## config.mk

```make
export PLATFORM = sky130hd
export DESIGN_NAME = selective_repeat_frame_sender_flat
export DESIGN_NICKNAME = d
export VERILOG_FILES = /design/src/design/srfs_pkg.sv /design/src/design/srfs_if.sv /design/src/design/srfs_cell.sv /design/src/design/selective_repeat_frame_sender.sv /design/src/flat_wrapper.sv
export SDC_FILE = /design/constraint.sdc
export NUM_CORES = 1
export LEC_CHECK = 0
export ABC_CLOCK_PERIOD_IN_PS = 4800
export CORE_ASPECT_RATIO = 1.4
export CORE_MARGIN = 3
export CORE_UTILIZATION = 59
export DETAILED_ROUTE_END_ITERATION = 6
export DONT_BUFFER_PORTS = 1
export PLACE_DENSITY = 0.75
export SLEW_MARGIN = 5
export SYNTH_ARGS = -nofsm -noshare
export SYNTH_HDL_FRONTEND = slang
export SYNTH_SLANG_ARGS = --single-unit
```

## constraint.sdc

```tcl
create_clock -name clk -period 4.8 [get_ports clk]
set_input_delay 0.72 -clock clk [delete_from_list [all_inputs] [get_ports clk]]
set_output_delay 0.72 -clock clk [all_outputs]
set_load 0.01 [all_outputs]
```

## src/design/srfs_pkg.sv

```systemverilog
`timescale 1ns / 1ps
`default_nettype none
// ----------------------------------------------------------------------------
// srfs_pkg
// Shared widths, codes and the cell control bundle of the frame sender.
// ----------------------------------------------------------------------------
package srfs_pkg;

    localparam int MAX_WINDOW_DEF = 8;

    // Wide enough for any count up to 127
    localparam int CNT_W     = 7;
    localparam int PKT_W     = 16;
    localparam int FRM_W     = 16;
    localparam int MASK_W    = 8;
    localparam int NACK_W    = 4;
    localparam int WIN_W     = 4;
    localparam int CFG_IDX_W = 1;
    localparam int CFG_W     = 16;

    localparam logic [CFG_IDX_W-1:0] REG_WINDOW_SIZE   = 1'b0;
    localparam logic [CFG_IDX_W-1:0] REG_TOTAL_PACKETS = 1'b1;

    localparam logic CMD_SEND = 1'b0;
    localparam logic CMD_ACK  = 1'b1;

    localparam logic KIND_SLOT = 1'b0;
    localparam logic KIND_ACK  = 1'b1;

    typedef struct packed {
        logic             slot_load;
        logic             slot_rot;
        logic             rtx_push;
        logic             rtx_pop;
        logic [CNT_W-1:0] fill;
        logic [CNT_W-1:0] tail;
        logic [CNT_W-1:0] rcount;
        logic [PKT_W-1:0] word;
    } cell_ctl_t;

endpackage
`default_nettype wire

```

## src/design/srfs_if.sv

```systemverilog
`timescale 1ns / 1ps
`default_nettype none
// ----------------------------------------------------------------------------
// srfs_if
// Valid/ready channels for command words and result words.
// ----------------------------------------------------------------------------
interface srfs_in_if;
    import srfs_pkg::*;
    logic              valid;
    logic              ready;
    logic              command;
    logic [MASK_W-1:0] nack_mask;

    modport source (output valid, command, nack_mask, input ready);
    modport sink (input valid, command, nack_mask, output ready);
endinterface

interface srfs_out_if;
    import srfs_pkg::*;
    logic              valid;
    logic              ready;
    logic              kind;
    logic              slot_valid;
    logic [PKT_W-1:0]  packet_number;
    logic [FRM_W-1:0]  frame_number;
    logic              last;
    logic [NACK_W-1:0] nack_count;
    logic              all_done;

    modport source (output valid, kind, slot_valid, packet_number, frame_number, last,
                    nack_count, all_done, input ready);
    modport sink (input valid, kind, slot_valid, packet_number, frame_number, last,
                  nack_count, all_done, output ready);
endinterface
`default_nettype wire

```

## src/design/srfs_cell.sv

```systemverilog
`timescale 1ns / 1ps
`default_nettype none
// ----------------------------------------------------------------------------
// srfs_cell
// One window position: a frame slot and a retransmit queue entry.
// ----------------------------------------------------------------------------
module srfs_cell #(
    parameter int IDX = 0
) (
    input  wire logic                      clk,
    input  wire srfs_pkg::cell_ctl_t       ctl,
    input  wire logic [srfs_pkg::PKT_W-1:0] slot_from_next,
    input  wire logic [srfs_pkg::PKT_W-1:0] slot_from_head,
    input  wire logic [srfs_pkg::PKT_W-1:0] rtx_from_next,
    output logic      [srfs_pkg::PKT_W-1:0] slot_q,
    output logic      [srfs_pkg::PKT_W-1:0] rtx_q
);
    import srfs_pkg::*;

    localparam logic [CNT_W-1:0] MY_IDX = CNT_W'(IDX);

    logic [PKT_W-1:0] slot_reg;
    logic [PKT_W-1:0] rtx_reg;

    // Frame slot: load at the fill position, or rotate within the filled frame
    always_ff @(posedge clk)
    begin
        if (ctl.slot_load && ctl.fill == MY_IDX)
        begin
            slot_reg <= ctl.word;
        end
        else if (ctl.slot_rot)
        begin
            slot_reg <= (ctl.tail == MY_IDX) ? slot_from_head : slot_from_next;
        end
    end

    // Retransmit entry: append at the queue tail, or advance toward the head
    always_ff @(posedge clk)
    begin
        if (ctl.rtx_push && ctl.rcount == MY_IDX)
        begin
            rtx_reg <= ctl.word;
        end
        else if (ctl.rtx_pop)
        begin
            rtx_reg <= rtx_from_next;
        end
    end

    assign slot_q = slot_reg;
    assign rtx_q  = rtx_reg;

endmodule
`default_nettype wire

```

## src/design/selective_repeat_frame_sender.sv

```systemverilog
`timescale 1ns / 1ps
`default_nettype none
// ----------------------------------------------------------------------------
// selective_repeat_frame_sender
// Sender side of a selective-repeat window built on a row of slot cells.
// ----------------------------------------------------------------------------
// One command word is taken at a time. A send that builds or replays a frame
// of n slots gives one result word per cycle while the result port is free;
// a replay moves the row of cells one slot to its head for each word. An
// acknowledgement walks the filled slots one per cycle and then gives one
// status word; an all-done result or an acknowledgement with no frame
// outstanding gives just that word. A stalled result port holds the sender.
// The next command is taken as soon as the last result is in the output
// register. window_size 0 acts as 1 and values above MAX_WINDOW as MAX_WINDOW.
// ----------------------------------------------------------------------------
module selective_repeat_frame_sender #(
    parameter int MAX_WINDOW = srfs_pkg::MAX_WINDOW_DEF
) (
    input  wire logic                          clk,
    input  wire logic                          rst_n,
    srfs_in_if.sink                            item,
    srfs_out_if.source                         result,
    input  wire logic                          cfg_we,
    input  wire logic [srfs_pkg::CFG_IDX_W-1:0] cfg_index,
    input  wire logic [srfs_pkg::CFG_W-1:0]     cfg_data
);
    import srfs_pkg::*;

    localparam int CW = $clog2(MAX_WINDOW + 1);
    localparam logic [CW-1:0] WMAX = CW'(MAX_WINDOW);

    localparam logic [2:0] ST_IDLE   = 3'd0;
    localparam logic [2:0] ST_BUILD  = 3'd1;
    localparam logic [2:0] ST_REPLAY = 3'd2;
    localparam logic [2:0] ST_ACK    = 3'd3;
    localparam logic [2:0] ST_STATUS = 3'd4;

    logic [WIN_W-1:0]  window_reg;
    logic [PKT_W-1:0]  total_reg;

    logic [2:0]        state_reg, state_next;
    logic [CW-1:0]     cnt_reg, cnt_next;
    logic [CW-1:0]     filled_reg, filled_next;
    logic [CW-1:0]     rcount_reg, rcount_next;
    logic [PKT_W-1:0]  fresh_reg, fresh_next;
    logic [FRM_W-1:0]  frame_reg, frame_next;
    logic [MASK_W-1:0] mask_reg, mask_next;
    logic [NACK_W-1:0] nacks_reg, nacks_next;
    logic              stat_kind_reg, stat_kind_next;
    logic              adv_reg, adv_next;

    logic              out_valid_reg, out_valid_next;
    logic              out_kind_reg, out_kind_next;
    logic              out_slot_valid_reg, out_slot_valid_next;
    logic [PKT_W-1:0]  out_pkt_reg, out_pkt_next;
    logic [FRM_W-1:0]  out_frame_reg, out_frame_next;
    logic              out_last_reg, out_last_next;
    logic [NACK_W-1:0] out_nacks_reg, out_nacks_next;
    logic              out_done_reg, out_done_next;

    cell_ctl_t         ctl;
    logic [PKT_W-1:0]  slot_q [MAX_WINDOW];
    logic [PKT_W-1:0]  rtx_q  [MAX_WINDOW];

    logic [CW-1:0]     w_eff;
    logic [CW-1:0]     cnt_inc;
    logic              finished;
    logic              out_free;

    // ------------------------------------------------------------------
    // Cell row
    // ------------------------------------------------------------------
    for (genvar i = 0; i < MAX_WINDOW; i++)
    begin : g_cell
        logic [PKT_W-1:0] slot_nb;
        logic [PKT_W-1:0] rtx_nb;

        if (i == MAX_WINDOW - 1)
        begin : g_end
            assign slot_nb = slot_q[0];
            assign rtx_nb  = rtx_q[i];
        end
        else
        begin : g_mid
            assign slot_nb = slot_q[i + 1];
            assign rtx_nb  = rtx_q[i + 1];
        end

        srfs_cell #(
            .IDX (i)
        ) u_cell (
            .clk            (clk),
            .ctl            (ctl),
            .slot_from_next (slot_nb),
            .slot_from_head (slot_q[0]),
            .rtx_from_next  (rtx_nb),
            .slot_q         (slot_q[i]),
            .rtx_q          (rtx_q[i])
        );
    end

    // ------------------------------------------------------------------
    // Configuration
    // ------------------------------------------------------------------
    always_ff @(posedge clk or negedge rst_n)
    begin
        if (!rst_n)
        begin
            window_reg <= WIN_W'(4);
            total_reg  <= '0;
        end
        else if (cfg_we)
        begin
            unique case (cfg_index)
                REG_WINDOW_SIZE:   window_reg <= cfg_data[WIN_W-1:0];
                REG_TOTAL_PACKETS: total_reg  <= cfg_data[PKT_W-1:0];
                default:           ;
            endcase
        end
    end

    always_comb
    begin
        if (window_reg == '0)
        begin
            w_eff = CW'(1);
        end
        else if (int'(window_reg) > MAX_WINDOW)
        begin
            w_eff = WMAX;
        end
        else
        begin
            w_eff = CW'(window_reg);
        end
    end

    assign cnt_inc  = cnt_reg + CW'(1);
    assign finished = (fresh_reg >= total_reg) && (rcount_reg == '0);
    assign out_free = !out_valid_reg || result.ready;

    // ------------------------------------------------------------------
    // Sequencer
    // ------------------------------------------------------------------
    always_comb
    begin
        logic             take_rtx;
        logic             is_last;
        logic [CW-1:0]    rc_after;
        logic [PKT_W:0]   fresh_after;

        state_next     = state_reg;
        cnt_next       = cnt_reg;
        filled_next    = filled_reg;
        rcount_next    = rcount_reg;
        fresh_next     = fresh_reg;
        frame_next     = frame_reg;
        mask_next      = mask_reg;
        nacks_next     = nacks_reg;
        stat_kind_next = stat_kind_reg;
        adv_next       = adv_reg;

        out_valid_next      = out_valid_reg && !result.ready;
        out_kind_next       = out_kind_reg;
        out_slot_valid_next = out_slot_valid_reg;
        out_pkt_next        = out_pkt_reg;
        out_frame_next      = out_frame_reg;
        out_last_next       = out_last_reg;
        out_nacks_next      = out_nacks_reg;
        out_done_next       = out_done_reg;

        ctl           = '0;
        ctl.fill      = CNT_W'(cnt_reg);
        ctl.tail      = CNT_W'(filled_reg - CW'(1));
        ctl.rcount    = CNT_W'(rcount_reg);

        take_rtx    = rcount_reg != '0;
        rc_after    = rcount_reg;
        fresh_after = {1'b0, fresh_reg};
        is_last     = 1'b0;

        unique case (state_reg)
            ST_IDLE:
            begin
                if (item.valid)
                begin
                    cnt_next   = '0;
                    nacks_next = '0;
                    if (item.command == CMD_SEND)
                    begin
                        if (filled_reg != '0)
                        begin
                            state_next = ST_REPLAY;
                        end
                        else if (finished)
                        begin
                            stat_kind_next = KIND_SLOT;
                            adv_next       = 1'b0;
                            state_next     = ST_STATUS;
                        end
                        else
                        begin
                            state_next = ST_BUILD;
                        end
                    end
                    else
                    begin
                        stat_kind_next = KIND_ACK;
                        mask_next      = item.nack_mask;
                        if (filled_reg != '0)
                        begin
                            adv_next   = 1'b1;
                            state_next = ST_ACK;
                        end
                        else
                        begin
                            adv_next   = 1'b0;
                            state_next = ST_STATUS;
                        end
                    end
                end
            end

            ST_BUILD:
            begin
                if (out_free)
                begin
                    // Queued retransmissions first, then fresh packets
                    ctl.slot_load = 1'b1;
                    if (take_rtx)
                    begin
                        ctl.word    = rtx_q[0];
                        ctl.rtx_pop = 1'b1;
                        rc_after    = rcount_reg - CW'(1);
                    end
                    else
                    begin
                        ctl.word    = fresh_reg;
                        fresh_after = {1'b0, fresh_reg} + (PKT_W + 1)'(1);
                    end
                    rcount_next = rc_after;
                    fresh_next  = fresh_after[PKT_W-1:0];
                    is_last     = (cnt_inc == w_eff) ||
                                  ((rc_after == '0) && (fresh_after >= {1'b0, total_reg}));

                    out_valid_next      = 1'b1;
                    out_kind_next       = KIND_SLOT;
                    out_slot_valid_next = 1'b1;
                    out_pkt_next        = ctl.word;
                    out_frame_next      = frame_reg;
                    out_last_next       = is_last;
                    out_nacks_next      = '0;
                    out_done_next       = 1'b0;

                    cnt_next = cnt_inc;
                    if (is_last)
                    begin
                        filled_next = cnt_inc;
                        state_next  = ST_IDLE;
                    end
                end
            end

            ST_REPLAY:
            begin
                if (out_free)
                begin
                    // A full turn of the rotation leaves the frame in place
                    ctl.slot_rot = 1'b1;
                    is_last      = cnt_inc == filled_reg;

                    out_valid_next      = 1'b1;
                    out_kind_next       = KIND_SLOT;
                    out_slot_valid_next = 1'b1;
                    out_pkt_next        = slot_q[0];
                    out_frame_next      = frame_reg;
                    out_last_next       = is_last;
                    out_nacks_next      = '0;
                    out_done_next       = 1'b0;

                    cnt_next = cnt_inc;
                    if (is_last)
                    begin
                        state_next = ST_IDLE;
                    end
                end
            end

            ST_ACK:
            begin
                ctl.slot_rot = 1'b1;
                if (mask_reg[0] && rcount_reg < WMAX)
                begin
                    ctl.rtx_push = 1'b1;
                    ctl.word     = slot_q[0];
                    rcount_next  = rcount_reg + CW'(1);
                    nacks_next   = nacks_reg + NACK_W'(1);
                end
                mask_next = mask_reg >> 1;
                cnt_next  = cnt_inc;
                if (cnt_inc == filled_reg)
                begin
                    state_next = ST_STATUS;
                end
            end

            ST_STATUS:
            begin
                if (out_free)
                begin
                    out_valid_next      = 1'b1;
                    out_kind_next       = stat_kind_reg;
                    out_slot_valid_next = 1'b0;
                    out_pkt_next        = '0;
                    out_frame_next      = frame_reg;
                    out_last_next       = 1'b1;
                    out_nacks_next      = nacks_reg;
                    out_done_next       = finished;
                    if (adv_reg)
                    begin
                        frame_next  = frame_reg + FRM_W'(1);
                        filled_next = '0;
                    end
                    state_next = ST_IDLE;
                end
            end

            default:
            begin
                state_next = ST_IDLE;
            end
        endcase
    end

    always_ff @(posedge clk or negedge rst_n)
    begin
        if (!rst_n)
        begin
            state_reg     <= ST_IDLE;
            cnt_reg       <= '0;
            filled_reg    <= '0;
            rcount_reg    <= '0;
            fresh_reg     <= '0;
            frame_reg     <= '0;
            out_valid_reg <= 1'b0;
        end
        else
        begin
            state_reg     <= state_next;
            cnt_reg       <= cnt_next;
            filled_reg    <= filled_next;
            rcount_reg    <= rcount_next;
            fresh_reg     <= fresh_next;
            frame_reg     <= frame_next;
            out_valid_reg <= out_valid_next;
        end
    end

    always_ff @(posedge clk)
    begin
        mask_reg           <= mask_next;
        nacks_reg          <= nacks_next;
        stat_kind_reg      <= stat_kind_next;
        adv_reg            <= adv_next;
        out_kind_reg       <= out_kind_next;
        out_slot_valid_reg <= out_slot_valid_next;
        out_pkt_reg        <= out_pkt_next;
        out_frame_reg      <= out_frame_next;
        out_last_reg       <= out_last_next;
        out_nacks_reg      <= out_nacks_next;
        out_done_reg       <= out_done_next;
    end

    assign item.ready           = state_reg == ST_IDLE;
    assign result.valid         = out_valid_reg;
    assign result.kind          = out_kind_reg;
    assign result.slot_valid    = out_slot_valid_reg;
    assign result.packet_number = out_pkt_reg;
    assign result.frame_number  = out_frame_reg;
    assign result.last          = out_last_reg;
    assign result.nack_count    = out_nacks_reg;
    assign result.all_done      = out_done_reg;

endmodule
`default_nettype wire

```

## src/flat_wrapper.sv

```systemverilog
// flat-port wrapper written by rule: the top's interface ports become plain ports
module selective_repeat_frame_sender_flat import srfs_pkg::*;
#(
    parameter int MAX_WINDOW = srfs_pkg::MAX_WINDOW_DEF
)
  (clk, rst_n, cfg_we, cfg_index, cfg_data, item_valid, item_command, item_nack_mask, item_ready, result_valid, result_kind, result_slot_valid, result_packet_number, result_frame_number, result_last, result_nack_count, result_all_done, result_ready);
  srfs_in_if item_i ();
  srfs_out_if result_i ();
  input  wire logic clk;
  input  wire logic rst_n;
  input  wire logic cfg_we;
  input  wire logic [srfs_pkg::CFG_IDX_W-1:0] cfg_index;
  input  wire logic [srfs_pkg::CFG_W-1:0] cfg_data;
  input wire logic [$bits(item_i.valid)-1:0] item_valid;
  input wire logic [$bits(item_i.command)-1:0] item_command;
  input wire logic [$bits(item_i.nack_mask)-1:0] item_nack_mask;
  output wire logic [$bits(item_i.ready)-1:0] item_ready;
  output wire logic [$bits(result_i.valid)-1:0] result_valid;
  output wire logic [$bits(result_i.kind)-1:0] result_kind;
  output wire logic [$bits(result_i.slot_valid)-1:0] result_slot_valid;
  output wire logic [$bits(result_i.packet_number)-1:0] result_packet_number;
  output wire logic [$bits(result_i.frame_number)-1:0] result_frame_number;
  output wire logic [$bits(result_i.last)-1:0] result_last;
  output wire logic [$bits(result_i.nack_count)-1:0] result_nack_count;
  output wire logic [$bits(result_i.all_done)-1:0] result_all_done;
  input wire logic [$bits(result_i.ready)-1:0] result_ready;
  assign item_i.valid = item_valid;
  assign item_i.command = item_command;
  assign item_i.nack_mask = item_nack_mask;
  assign item_ready = item_i.ready;
  assign result_valid = result_i.valid;
  assign result_kind = result_i.kind;
  assign result_slot_valid = result_i.slot_valid;
  assign result_packet_number = result_i.packet_number;
  assign result_frame_number = result_i.frame_number;
  assign result_last = result_i.last;
  assign result_nack_count = result_i.nack_count;
  assign result_all_done = result_i.all_done;
  assign result_i.ready = result_ready;
  selective_repeat_frame_sender #(.MAX_WINDOW(MAX_WINDOW)) u_core (.clk(clk), .rst_n(rst_n), .item(item_i), .result(result_i), .cfg_we(cfg_we), .cfg_index(cfg_index), .cfg_data(cfg_data));
endmodule
```

==> flow_summary_export.csv <==
group,metric,value,unit
sta,layout_setup_ws,738,ps
synth,synth_edf_count,310,
die,io_pins,73,
clock_network,clkTransAtPathRegs,60,ps
clock_network,cts_tree,"yes",
place,hpwl,29500,um
finish,area_growth,8.06,%
sta,min_period,4060,ps
sta,hold_violations,0,
routing,vias,12100,
place,dp_slack,756,ps
power_and_ir_drop,power.leakage,7.42,nW
synth,syn_nets,1694,
routing,first_iter_violations,1018,
grt,grt_pass1_wl,67700,um
synth,ys.flop_type,"edfxtp_1",
power_and_ir_drop,p_total,12.9,mW
status,status,"finished, violations left",
finish,fin_cells,1988,
routing,drtPass1Iterations,7,
grt,track_usage,26.2,%
worst_setup_path,r2r_end,"u_core.result.last",
finish,multi_input_area,6520,um2
clock_network,root_buffer,"clkbuf_16",
finish,nets,1653,
sta,relSlewSlack,15.6,%
die,die_h,213,um
run,maxCapViolations,0,
die,die-area,32900,um2
sta,slew_viol_final,0,
sta,worst_pin_slew,1260,ps
sta,final-setup-viol-count,0,
sta,finalSetupTns,0,ps
synth,syn_inst,1619,
power_and_ir_drop,cellPowerDensity,659,nW/um2
routing,antenna_left,0,
clock_network,cts_resized,0,
worst_setup_path,cp_max_fo,24,
worst_setup_path,required,5080,ps
die,die_x,154,um
clock_network,cts_sinks,378,
worst_setup_path,critPathKind,"reg2reg",
synth,ys_warn_count,0,
place,placed_cells,1922,
routing,via_per_inst,6.07,
clock_network,clock_latency,550,ps
die,num_rows,75,
finish,antennaDiodeCount,0,
sta,fmax,246,MHz
worst_setup_path,r2r_slack,740,ps
sta,skew,19.2,ps
worst_setup_path,r2r_start,"u_core.rcount_reg[1]",
worst_setup_path,start_kind,"flip-flop",
power_and_ir_drop,ir_drop,363,uV
clock_network,cts_max_level,2,
finish,postLayoutCoreUtil,65.1,%
routing,drc,1,
synth,ys_ff_latch,378,
synth,netlist_area,18100,um2
finish,fillCellCount,2254,
worst_setup_path,reg2reg_depth,16,
finish,drive_gt1_share,7.36,%
clock_network,cts_buffer_depth,3,
place,globalplace.congestion,0.902,
grt,grt_overflow,0,
grt,grt_pass1_vias,12300,
grt,antenna_found_initial,0,
routing,wire_per_inst,21.6,um
worst_setup_path,worstPathArrival,4340,ps
synth,synth.distinct_cells,61,
synth,syn_avg_cell_area,11.2,um2
sta,finalCritPeriodShare,84.6,%
grt,grt_max_degree,68,
status,violations,"design-rule violations",
finish,seqCellArea,11000,um2
clock_network,cts_buffers,38,
synth,async_reset_ff_share,18.0,%
place,port_buffers,0,
synth,synth.yosys.seq_area_share,60.7,%
routing,drt-total-wl,42900,um
clock_network,post_cts_buffers,0,
die,core,30100,um2
die,initial_core_util,60.2,%
worst_setup_path,endpoint_kind,"flip-flop",
worst_hold_path,min-delay-path-class,"in2async",
sta,rsz0062_at_grt,"false",
==> critical path: stages (launching register included) <==
cell and delay [ps]:
dfrtp_1 440, inv_1 180, ha_1 250, nor3b_4 220
buf_4 350, nand4_1 280, nor3_1 400, nand3_1 150
xnor2_1 150, ha_1 300, nand4_1 100, nor3_1 60
a21o_1 170, a221o_1 260, nand3_1 240, nand2_1 110
a2bb2oi_1 150
==> cells in the mapped netlist (4+ instances only) <==
master | count | share of area [%]
xnor2_1 | 34 | 1.6
mux2_2 | 19 | 1.2
o21ai_1 | 4 | 0.11
a21oi_1 | 50 | 1.4
nand3_1 | 21 | 0.58
clkbuf_1 | 64 | 1.3
o21ai_0 | 240 | 6.6
edfxtp_1 | 310 | 51
ha_1 | 44 | 3.0
nor2b_1 | 4 | 0.14
nand2_1 | 332 | 6.9
and2_1 | 15 | 0.52
o21a_1 | 16 | 0.66
nor2_1 | 74 | 1.5
and3_1 | 6 | 0.21
buf_4 | 5 | 0.21
a211oi_1 | 4 | 0.17
buf_2 | 26 | 0.72
dfrtp_1 | 67 | 9.2
nand2b_1 | 14 | 0.48
xor2_1 | 23 | 1.1
inv_1 | 44 | 0.91
nor3_2 | 4 | 0.22
nand4_1 | 13 | 0.45
nor3_1 | 13 | 0.36
buf_1 | 4 | 0.083
mux2i_1 | 116 | 6.4
==> per-layer routing <==
layer	vias up	track usage, %	wire length, um	share of wire [%]
met5	-	0	0	0
met4	0	12.9	2190	5.1
met3	132	3.65	2520	5.9
met2	426	45.8	21800	51
met1	5863	32.3	16400	38
li1	5648	-	-	-
==> area by class of cell <==
cell class / count / area share [%]
Clock buffer: 43 / 5.06
Tap cell: 385 / 2.46
Sequential cell: 378 / 56.2
Inverter: 45 / 0.862
Timing Repair Buffer: 22 / 0.945
Clock inverter: 22 / 1.23
Multi-Input combinational cell: 1093 / 33.3
==> power by group <==
| part | internal, mW | total [mW] | switching, mW |
|---|---|---|---|
| Clock | 1.71 | 2.97 | 1.25 |
| Combinational | 1.06 | 3.55 | 2.49 |
| Sequential | 5.47 | 6.39 | 0.913 |
| Total | 8.24 | 12.9 | 4.66 |
==> placed cells by master (no fill, tap or decap), types with 3 or more instances in the layout <==
| cell | synthesis | final |
|---|---|---|
| clkinv_1 | 0 | 5 |
| inv_1 | 44 | 44 |
| a21oi_1 | 50 | 50 |
| nand4_1 | 13 | 13 |
| inv_6 | 0 | 3 |
| a211oi_1 | 4 | 4 |
| nor2b_1 | 4 | 4 |
| nand3_1 | 21 | 21 |
| xnor2_1 | 34 | 34 |
| xor2_1 | 23 | 23 |
| mux2i_1 | 116 | 116 |
| buf_4 | 5 | 21 |
| bufinv_16 | 0 | 4 |
| nand2_1 | 332 | 332 |
| and2_1 | 15 | 15 |
| nor3_1 | 13 | 12 |
| o22ai_1 | 3 | 3 |
| and3_1 | 6 | 6 |
| a21o_1 | 3 | 3 |
| edfxtp_1 | 310 | 310 |
| nand2b_1 | 14 | 14 |
| nor2_2 | 3 | 6 |
| a31oi_1 | 3 | 3 |
| ha_1 | 44 | 44 |
| dfrtp_1 | 67 | 67 |
| clkbuf_1 | 64 | 4 |
| clkinv_2 | 0 | 6 |
| o21a_1 | 16 | 16 |
| o21ai_1 | 4 | 6 |
| mux2_2 | 19 | 19 |
| nor3_2 | 4 | 5 |
| clkbuf_16 | 0 | 39 |
| nor2_1 | 74 | 71 |
| o21ai_0 | 240 | 238 |
==> worst max-delay path by stage <==
stage | start | end | slack (ps)
finish | u_core.rcount_reg[1] | u_core.result.last | 740
global route | u_core.rcount_reg[0] | u_core.result.last | 390
CTS | u_core.rcount_reg[1] | u_core.result.last | 770
detailed placement | u_core.rcount_reg[1] | u_core.result.last | 760
global placement | u_core.rcount_reg[0] | u_core.result.last | 860
floorplan | u_core.rcount_reg[0] | u_core.result.last | 1360
==> metrics by stage <==
step | hold WS [ps] | cell area, um2
after floorplan | 424 | 18100
after global placement | 427 | 18300
after detailed placement | 426 | 18300
after CTS | 5.29 | 19600
after global routing | 7.43 | 19600
final | 23.9 | 19600
==> cells by family after synthesis <==
kind of cell               share of synthesized area (%)
and+or+nand+nor                                     12.3
DFF                                                 60.7
AOI/OAI and AO/OA                                   10.2
buffers and inverters                               3.41
muxes                                               7.58
xor gates and xnor gates                            2.75
adders and majority gates                           3.04
==> what timing repair did <==
item,in CTS,in global routing
hold buffers,1,0
endpoints found under the hold margin,67,0
endpoints found under the setup margin,0,0
Power figures use the tool's default switching activity.
